[src/rtl/core/assert_macros.svh]
// Assertion macros shared by the Pareto front filter RTL.
// Needs no other file; the macros compile to nothing when SYNTHESIS is defined.
`ifndef ASSERT_MACROS_SVH
`define ASSERT_MACROS_SVH

`ifndef SYNTHESIS
// Property checked at every clock edge outside reset.
`define PFF_ASSERT(lbl, clk, rst_n, prop) \
  lbl: assert property (@(posedge clk) disable iff (!rst_n) (prop)) \
    else $error("pff: property check failed");
// When the antecedent holds, the consequent must hold in the next cycle.
`define PFF_ASSERT_NEXT(lbl, clk, rst_n, ante, cons) \
  lbl: assert property (@(posedge clk) disable iff (!rst_n) (ante) |=> (cons)) \
    else $error("pff: sequence check failed");
`else
`define PFF_ASSERT(lbl, clk, rst_n, prop)
`define PFF_ASSERT_NEXT(lbl, clk, rst_n, ante, cons)
`endif

`endif

[src/rtl/core/pff_pkg.sv]
// Types and constants for the Pareto front filter.
// Used by pff_cell and pareto_front_filter_2d_top; depends on nothing.
package pff_pkg;

  localparam int VALUE_W = 32;
  localparam int ID_W    = 16;

  typedef struct packed {
    logic signed [VALUE_W-1:0] obj_first;
    logic signed [VALUE_W-1:0] obj_second;
    logic        [ID_W-1:0]    point_id;
    logic                      last_point;
  } pff_in_t;

  typedef struct packed {
    logic signed [VALUE_W-1:0] out_first;
    logic signed [VALUE_W-1:0] out_second;
    logic        [ID_W-1:0]    out_id;
    logic                      out_last;
    logic                      front_overflow;
  } pff_out_t;

  // One slot of the front.
  typedef struct packed {
    logic                      valid;
    logic signed [VALUE_W-1:0] first;
    logic signed [VALUE_W-1:0] second;
    logic        [ID_W-1:0]    ident;
  } pff_entry_t;

  // Compare results of one slot against the point under work.
  typedef struct packed {
    logic keep;       // slot sorts at or before the point
    logic dominates;  // slot dominates the point
    logic dominated;  // point dominates the slot
  } pff_stat_t;

  typedef enum logic [1:0] {
    OP_HOLD,
    OP_REMOVE,
    OP_INSERT,
    OP_DRAIN
  } pff_op_t;

  typedef enum logic [1:0] {
    ST_IDLE,
    ST_BUSY,
    ST_DRAIN
  } pff_state_t;

endpackage

[src/rtl/core/pff_cell.sv]
// One slot of the sorted front: compares its entry with the broadcast point
// and moves data to or from its neighbors. Depends on pff_pkg.
module pff_cell (
  input  logic                clk,
  input  logic                rst_n,
  input  pff_pkg::pff_op_t    op,
  input  pff_pkg::pff_entry_t point,
  input  pff_pkg::pff_entry_t prev_entry,
  input  pff_pkg::pff_entry_t next_entry,
  input  logic                prev_keep,
  output pff_pkg::pff_entry_t entry,
  output pff_pkg::pff_stat_t  stat
);
  import pff_pkg::*;

  pff_entry_t entry_r;
  pff_entry_t entry_nxt;
  logic       f_lt, f_eq, s_lt, s_eq;

  always_comb begin
    f_lt = $signed(entry_r.first) < $signed(point.first);
    f_eq = entry_r.first == point.first;
    s_lt = $signed(entry_r.second) < $signed(point.second);
    s_eq = entry_r.second == point.second;

    stat.dominates = entry_r.valid & (f_lt | f_eq) & (s_lt | s_eq) & (f_lt | s_lt);
    stat.dominated = entry_r.valid & ~f_lt & ~s_lt & ~(f_eq & s_eq);
    stat.keep      = entry_r.valid & (f_lt | (f_eq & (s_lt | s_eq)));

    unique case (op)
      OP_HOLD:   entry_nxt = entry_r;
      OP_REMOVE: entry_nxt = stat.keep ? entry_r : next_entry;
      OP_INSERT: begin
        if (stat.keep) begin
          entry_nxt = entry_r;
        end else if (prev_keep) begin
          entry_nxt = point;
        end else begin
          entry_nxt = prev_entry;
        end
      end
      OP_DRAIN:  entry_nxt = next_entry;
      default:   entry_nxt = entry_r;
    endcase
  end

  // Only the valid bit is reset; the data of an empty slot is never used.
  always_ff @(posedge clk) begin
    if (!rst_n) begin
      entry_r.valid <= 1'b0;
    end else begin
      entry_r.valid <= entry_nxt.valid;
    end
    entry_r.first  <= entry_nxt.first;
    entry_r.second <= entry_nxt.second;
    entry_r.ident  <= entry_nxt.ident;
  end

  assign entry = entry_r;

endmodule

[config.mk]
export PLATFORM = sky130hd
export DESIGN_NAME = pff_cell
export DESIGN_NICKNAME = d
export VERILOG_FILES = /design/src/rtl/core/assert_macros.svh /design/src/rtl/core/pff_pkg.sv /design/src/rtl/core/pff_cell.sv
export SDC_FILE = /design/constraint.sdc
export NUM_CORES = 1
export LEC_CHECK = 0
export BUFFER_PORTS_ARGS = -buffer_cell sky130_fd_sc_hd__buf_2
export CORE_AREA = 2 2 130 132
export CTS_BUF_LIST = sky130_fd_sc_hd__clkbuf_8
export CTS_CLUSTER_DIAMETER = 80
export DETAILED_ROUTE_END_ITERATION = 7
export DIE_AREA = 0 0 132 134
export PLACE_DENSITY_LB_ADDON = 0.15
export SLEW_MARGIN = 20
export SYNTH_ARGS = -nofsm -noshare
export SYNTH_HDL_FRONTEND = slang
export SYNTH_SLANG_ARGS = --single-unit
[constraint.sdc]
create_clock -name clk -period 4.1 [get_ports clk]
set_clock_uncertainty 0.2 [all_clocks]
set_input_delay 0.205 -clock clk [delete_from_list [all_inputs] [get_ports clk]]
set_output_delay 0.205 -clock clk [all_outputs]
set_load 0.005 [all_outputs]
# After elaboration in Yosys (flattened, before gate mapping)
# Cells that the tools add are included.
[word_totals]
reg_bits = 81
latch_bits = 0
ramBits = 0
romBits = 0
input_bits = 248
output_inout_bits = 84
word_cells = 36
memories = 0
[op_classes]
addsub = 0
n_mul = 0
div_mod_pow = 0
magnitude_cmp = 2
n_eq_ne = 7
shifts = 0
muxes = 4
n_bitwise = 17
reduce_logical = 2
[ops]
columns = ["op", "count"]
rows = [
  ["$mux W81", 3],
  ["$pmux W81 S3", 1],
  ["$eq A32 B32 Y1", 2],
  ["$lt A32 B32 Y1", 2],
  ["$and A1 B1 Y1", 9],
  ["$eq A2 B2 Y1 const B", 2],
  ["$ne A2 B2 Y1 const B", 2],
  ["$not A1 Y1", 4],
  ["$or A1 B1 Y1", 4],
  ["$reduce_and A3 Y1", 1],
  ["$eq A2 B1 Y1 const B", 1],
  ["$logic_not A2 Y1", 1],
]

# Longest topological paths before layout
# Gate-level depths: netlist of run 1.
[logic_depth]
ltp_word = 7
ltp_mapped = 10
ltp_nobuf = 10

# Worst setup path before layout of run 1
# Ideal clock, no wire load.
[synth_timing]
kind = "reg-to-reg"
from = "register entry_r, in the netlist entry[63]"
to = "register entry_r, in the netlist entry[0], enable pin"
arrival_time_ns = 2.997
t_required_ns = 3.497
slack_ns = 0.500
path_stages_with_launch = 9
path_cell_list = "edfxtp_1 > ha_1 > nand4_1 > nor4_1 > a211oi_1 > a21oi_1 > mux2i_1 > o21ai_1 > maj3_2"
[synth_via]
elab_chain_len = 6
word_cells_on_any_way = 8
[synth_lines]
columns = ["item", "line", "rtl"]
rows = [
  ["from (decl)", "pff_cell.sv:16", "pff_entry_t entry_r;"],
  ["branches (longest 2 deep; another with $lt A32 B32 Y1)", "n/a", ""],
  ["$or A1 B1 Y1 (*)", "pff_cell.sv:28", "stat.keep = entry_r.valid & (f_lt | (f_eq & (s_lt | s_eq)));"],
  ["$and A1 B1 Y1 (*)", "pff_cell.sv:28", ""],
  ["$ne A2 B2 Y1 (no source line)", "n/a", ""],
  ["$reduce_and A3 Y1 (no source line) (*)", "n/a", ""],
]
# Every way passes the cells marked *.
# A chain may end at the register's enable or synchronous reset.

# Final worst setup path of run 1
[layout_timing]
from = "register entry_r, in the netlist entry[63]"
to = "register entry_r, in the netlist entry[72], enable pin"
# The elaborated chain is that of the path after synthesis.

==> results of run 1 <==
-- per-layer routing --
| layer | track usage | up-vias |
|---|---|---|
| met3 | 0.05367 | 23 |
| li1 | - | 3032 |
| met1 | 0.2426 | 2680 |
| met2 | 0.3880 | 209 |
| met4 | 0.06461 | 0 |
| met5 | 0 | - |
-- through the flow --
step / hold slack, ns / cell area [sq um]
2_1_floorplan: 0.1234 / 5789
3_3_place_gp: 0.2452 / 7682
3_5_place_dp: 0.2442 / 7682
4_1_cts: 0.003019 / 9071
5_1_grt: 0.009594 / 9091
6_report: 0.02414 / 9091
-- area by class of cell --
type,count,share of cell area
Clock inverter,6,0.009221
Clock buffer,9,0.01363
Timing Repair Buffer,455,0.3201
Multi-Input combinational cell,426,0.3302
Inverter,73,0.03014
Sequential cell,81,0.2664
Tap cell,220,0.03028
-- critical path, cell delays in order (launching register included) --
cell and delay (ns):
edfxtp_1 0.39, ha_1 0.32, nand4_1 0.15, nor4_1 0.48, a211oi_1 0.14, a21oi_1 0.20, mux2i_1 0.13, o21ai_1 0.27
maj3_4 0.61, buf_12 0.31
-- how the worst max path moves through the flow --
stage          depth (start not counted)         to
2_1_floorplan                          8   entry[0]
3_3_place_gp                           8   entry[0]
3_5_place_dp                           8   entry[0]
4_1_cts                                8  entry[74]
5_1_grt                                9  entry[49]
6_report                               9  entry[72]
-- where the power goes --
part	switching (mW)	internal [mW]
combinational	0.377	0.402
clock	0.299	0.336
sequential	0.0451	1.03
-- what timing repair did --
| action | in CTS | in global routing |
|---|---|---|
| gates resized for setup | 0 | 0 |
| hold buffers | 118 | 0 |
| hold endpoints to repair | 81 | 0 |
-- synth_stat cells, drive strengths merged --
library cell and instances:
nand4 11, clkbuf 23, nor3 1, mux2i 82, buf 4, inv 73
nor2b 1, o21a 2, a21o 3, o211ai 2, edfxtp 80, nor4 4
ha 64, dfxtp 1, maj3 1, xnor2 1, nand3 5, nand2b 2
a221oi 3, or2 1, o21ai 95, nor2 7, a211oi 3, a21boi 1
nand2 101, a21oi 36
-- cells by family (layout without fill, tap and decap cells) --
group / Yosys count / after routing / share of synthesized area
compound gates: 145 / 145 / 0.1338
simple gates: 133 / 133 / 0.09942
buf+inv: 100 / 543 / 0.06484
mux: 82 / 82 / 0.1418
flops: 81 / 81 / 0.4184
fa+ha+maj: 65 / 65 / 0.1403
xor+xnor: 1 / 1 / 0.001513
==> metrics.txt, run 1 <==
placed cells=approximately 1,100; total power=roughly 2.5 mW; worst r2r dst=entry[72]; GP Congestion=0.7870; status=complete, no violations; reg2reg start=entry[63]; share of cells above drive strength 1=0.3410; Worst setup startpoint=entry[63]; DR vias=~5,900; Min-Delay Startpoint=prev_entry[25]; Fmax achieved=about 280 MHz; initial antenna violation count=0; Hold Path Class=input pin to flop; most common cell after layout, fill and taps aside=buf_2; Iter 0 DRT Violations=~210; CTS tree=built; Final ANT Viol Nets=0; post-CTS setup buffers=0; Yosys top cell by area=edfxtp_1; Worst Path Required=roughly 4.0 ns; Worst Path Max Fanout=43; Fillers=1,504; Worst EP arrival=3.40 ns; endpoints failing hold=0; Bufs on Longest Clock Path=2; reg-to-reg slack, setup=0.55 ns; max FFs per register=81; pin count of the biggest net entering global routing=81; setup TNS=0 ns; H-tree Lvls=3; P&R area growth vs syn=57.03%; Inserted Clock Buffers=9; Finished Core Util=0.5581; DR vias/cell=~4.7; area occupied by multi-input gates=0.003002 sq mm; Pwr per Cell Area=about 270 mW/mm^2; Yosys warnings=0; Crit Path Class=flop to flop; Yosys reg bits=a little over 80; clk_lat worst skew=roughly 0.36 ns; # diodes=0; MaxCap Viol Count=0; grt ovf=0; WL/cell=between 10 and 15 um; CTS sink count=between 80 and 90; worst rel slew slack=0.4850; PnR worst setup slack=about 0.55 ns; # setup viols final=0; die area=0.01769 sq mm; Hold EP=entry[25]; min Tclk post-route=roughly 3.6 ns; synthesized instance count=about 610; Crit. End Element=flop; unrepaired setup endpoints after global routing=no; Mean Syn Cell Area=between 9 and 10 sq um; WL met2=between 9 and 10 mm; Die Y=between 100 and 150 um; Final nets=1,358; Total GRT Usage=0.2118; synthesized cell area=approximately 0.0058 sq mm; most frequent cells in the layout=buf_2, dlygate4sd3_1, nand2_1, o21ai_0, mux2i_1; Clock transition at path regs=around 0.080 ns; FF/Latch Area=roughly 0.0024 sq mm; initial core utilization=0.3554; vias in the first global route=slightly below 6,000; Max Slew Vio Count=0; top layer in use=met4; Pleak=4.730 nW; ranking of synthesized cells by area=edfxtp_1, mux2i_1, ha_1, o21ai_0, nand2_1; IO Count=332; Core Region=between 0.015 and 0.02 sq mm; row cnt=between 40 and 50; met3 wire length=~1.2 mm; pre-CTS setup slack=0.3454 ns; CP Launch Type=flop; Worst IR Drop VDD=between 0.15 and 0.2 mV; met1 wire length=between 7 and 8 mm; Slew @ Worst Pin=just under 0.8 ns; drt pass-1 iters=4; syn nets=about 920; # DRC=0; Hold Path Stages=3; Non-Filler Instances=about 1,300; fin crit share=0.8662; Reg2Reg Depth=9; first-pass GRT wire length=slightly below 30 mm; Port Buf Inserts=~330; synth unique cells=31; Seq/Total Area, Yosys=0.4184; root buffer cell=clkbuf_8; final WL=about 19 mm; DP Wirelength=between 10 and 15 mm; area share of the largest cell type after synthesis=0.4150; Die X=132 um
Power figures use the tool's default switching activity.
==> inputs of run 2 (changes only) <==
- MAX_ROUTING_LAYER: unset -> met4
==> run 2 against run 1 <==
Critical path depth unchanged. Clock-buffer cell count is the same. Critical endpoint is now entry[48]. Largest cell class unchanged. Highest routed layer unchanged. Critical path type unchanged. Final area unchanged.
==> metrics.txt, run 2 (same netlist as run 1, synthesis figures left out) <==
Clock transition at path regs=0.09 ns (about the same); initial core utilization=0.3554 (unchanged); reg2reg start=entry[63]; Fmax achieved=281.3 MHz (-0.10%); unrepaired setup endpoints after global routing=no; PnR worst setup slack=0.5450 ns (-0.003615 ns); Core Region=0.01629 sq mm (unchanged); share of cells above drive strength 1=0.3410 (unchanged); vias in the first global route=5,942 (+0.27%); Port Buf Inserts=331 (unchanged); Final nets=1,358 (unchanged); grt ovf=0 (unchanged); die area=0.01769 sq mm (unchanged); # setup viols final=0 (unchanged); min Tclk post-route=3.555 ns (+0.003615 ns); placed cells=1,136 (unchanged); Worst Path Required=3.95 ns (about the same); DP Wirelength=14.20 mm (unchanged); Inserted Clock Buffers=9 (unchanged); max FFs per register=81 (unchanged); Non-Filler Instances=1,270 (unchanged); Pwr per Cell Area=273.9 mW/mm^2 (about the same); row cnt=47 (unchanged); Bufs on Longest Clock Path=2 (unchanged); worst r2r dst=entry[48]; DR vias/cell=4.673 (-0.15%); Iter 0 DRT Violations=226 (+6.6%); status=complete, no violations; Final ANT Viol Nets=0 (unchanged); Worst setup startpoint=entry[63]; root buffer cell=clkbuf_8; GP Congestion=0.7980 (+1.4%); fin crit share=0.8671 (+0.0008817); post-CTS resize count=0 (unchanged); most common cell after layout, fill and taps aside=buf_2; Hold Path Class=input pin to flop; pin count of the biggest net entering global routing=81 (unchanged); # diodes=0 (unchanged); Critical Path Sink=entry[48]; endpoints failing hold=0 (unchanged); drt pass-1 iters=4 (unchanged); Pleak=4.730 nW (unchanged); final WL=18.98 mm (-0.34%); MaxCap Viol Count=0 (unchanged); CTS tree=built; Total GRT Usage=0.2181 (+0.006290); CP Launch Type=flop; setup TNS=0 ns (unchanged); first-pass GRT wire length=29.52 mm (-0.28%); CTS sink count=81 (unchanged); Worst IR Drop VDD=0.1897 mV (+1.1%); Slew @ Worst Pin=0.7800 ns (+0.007478 ns); worst rel slew slack=0.4800 (-0.004985); Die Y=134 um (unchanged); # DRC=0 (unchanged); Worst Path Max Fanout=43 (unchanged); H-tree Lvls=3 (unchanged); DR vias=5,935 (-0.15%); P&R area growth vs syn=57.03% (unchanged); initial antenna violation count=0 (unchanged); pre-CTS setup slack=0.3454 ns (unchanged); Die X=132 um (unchanged); Reg2Reg Depth=9 (unchanged); worst hold slack=0.02558 ns (+0.001445 ns); most frequent cells in the layout=buf_2, dlygate4sd3_1, nand2_1, o21ai_0, mux2i_1; Worst EP arrival=3.40 ns (about the same); Crit Path Class=flop to flop; post-CTS setup buffers=0 (unchanged); IO Count=332 (unchanged); Hold Path Stages=3 (unchanged); WL/cell=14.94 um (-0.34%); Crit. End Element=flop; clk_lat worst skew=0.36 ns (about the same); cts-stage hold buffer count=118 (unchanged); reg-to-reg slack, setup=0.55 ns (about the same); Max Slew Vio Count=0 (unchanged)
-- run 2: cell counts in the layout (fill, tap and decap cells not counted) --
Identical to the previous run, type by type.
-- run 2: cell type report --
class | instances | area, sq um
clock buffer | 9 | 123.9
tap | 220 | 275.3
clock inverter | 6 | 83.83
sequential | 81 | 2422
multi-input combinational | 426 | 3002
timing repair buffer | 455 | 2910
inverter | 73 | 274.0
fill | 1504 | 7198
-- run 2: power breakdown --
group,internal [mW],leakage (nW),total (mW),switching [mW]
Sequential,1.03,0.829,1.07,0.0449
Combinational,0.402,3.80,0.779,0.377
Clock,0.336,0.0987,0.636,0.300
Total,1.77,4.73,2.49,0.722
-- run 2: per-stage QoR --
stage	area [sq um]	utilization	total power, mW
floorplan	5789	-	1.432
global placement	7682	0.4716	1.767
detailed placement	7682	0.4716	1.771
CTS	9071	0.5569	2.525
global route	9091	0.5581	2.652
finish	9091	0.5581	2.490
-- run 2: how the worst min path moves through the flow --
stage / slack [ns] / from / end
2_1_floorplan: 0.12 / rst_n / entry[80]
3_3_place_gp: 0.25 / rst_n / entry[80]
3_5_place_dp: 0.24 / rst_n / entry[80]
4_1_cts: 0.003 / prev_entry[9] / entry[9]
5_1_grt: 0.01 / prev_entry[9] / entry[9]
6_report: 0.03 / prev_entry[38] / entry[38]
-- run 2: worst max-delay path: stages, from the launching register on --
cell and delay [ns]:
edfxtp_1 0.39, ha_1 0.32, nand4_1 0.15, nor4_1 0.48, a211oi_1 0.14, a21oi_1 0.20
mux2i_1 0.13, o21ai_1 0.27, maj3_4 0.61, buf_12 0.32
-- run 2: routing by layer --
| metal | vias up | track usage | wire (um) |
|---|---|---|---|
| met2 | 215 | 0.3866 | 9616 |
| li1 | 3036 | - | - |
| met1 | 2661 | 0.2478 | 7863 |
| met4 | 0 | 0.06461 | 382 |
| met3 | 23 | 0.04686 | 1117 |
| met5 | - | - | 0 |
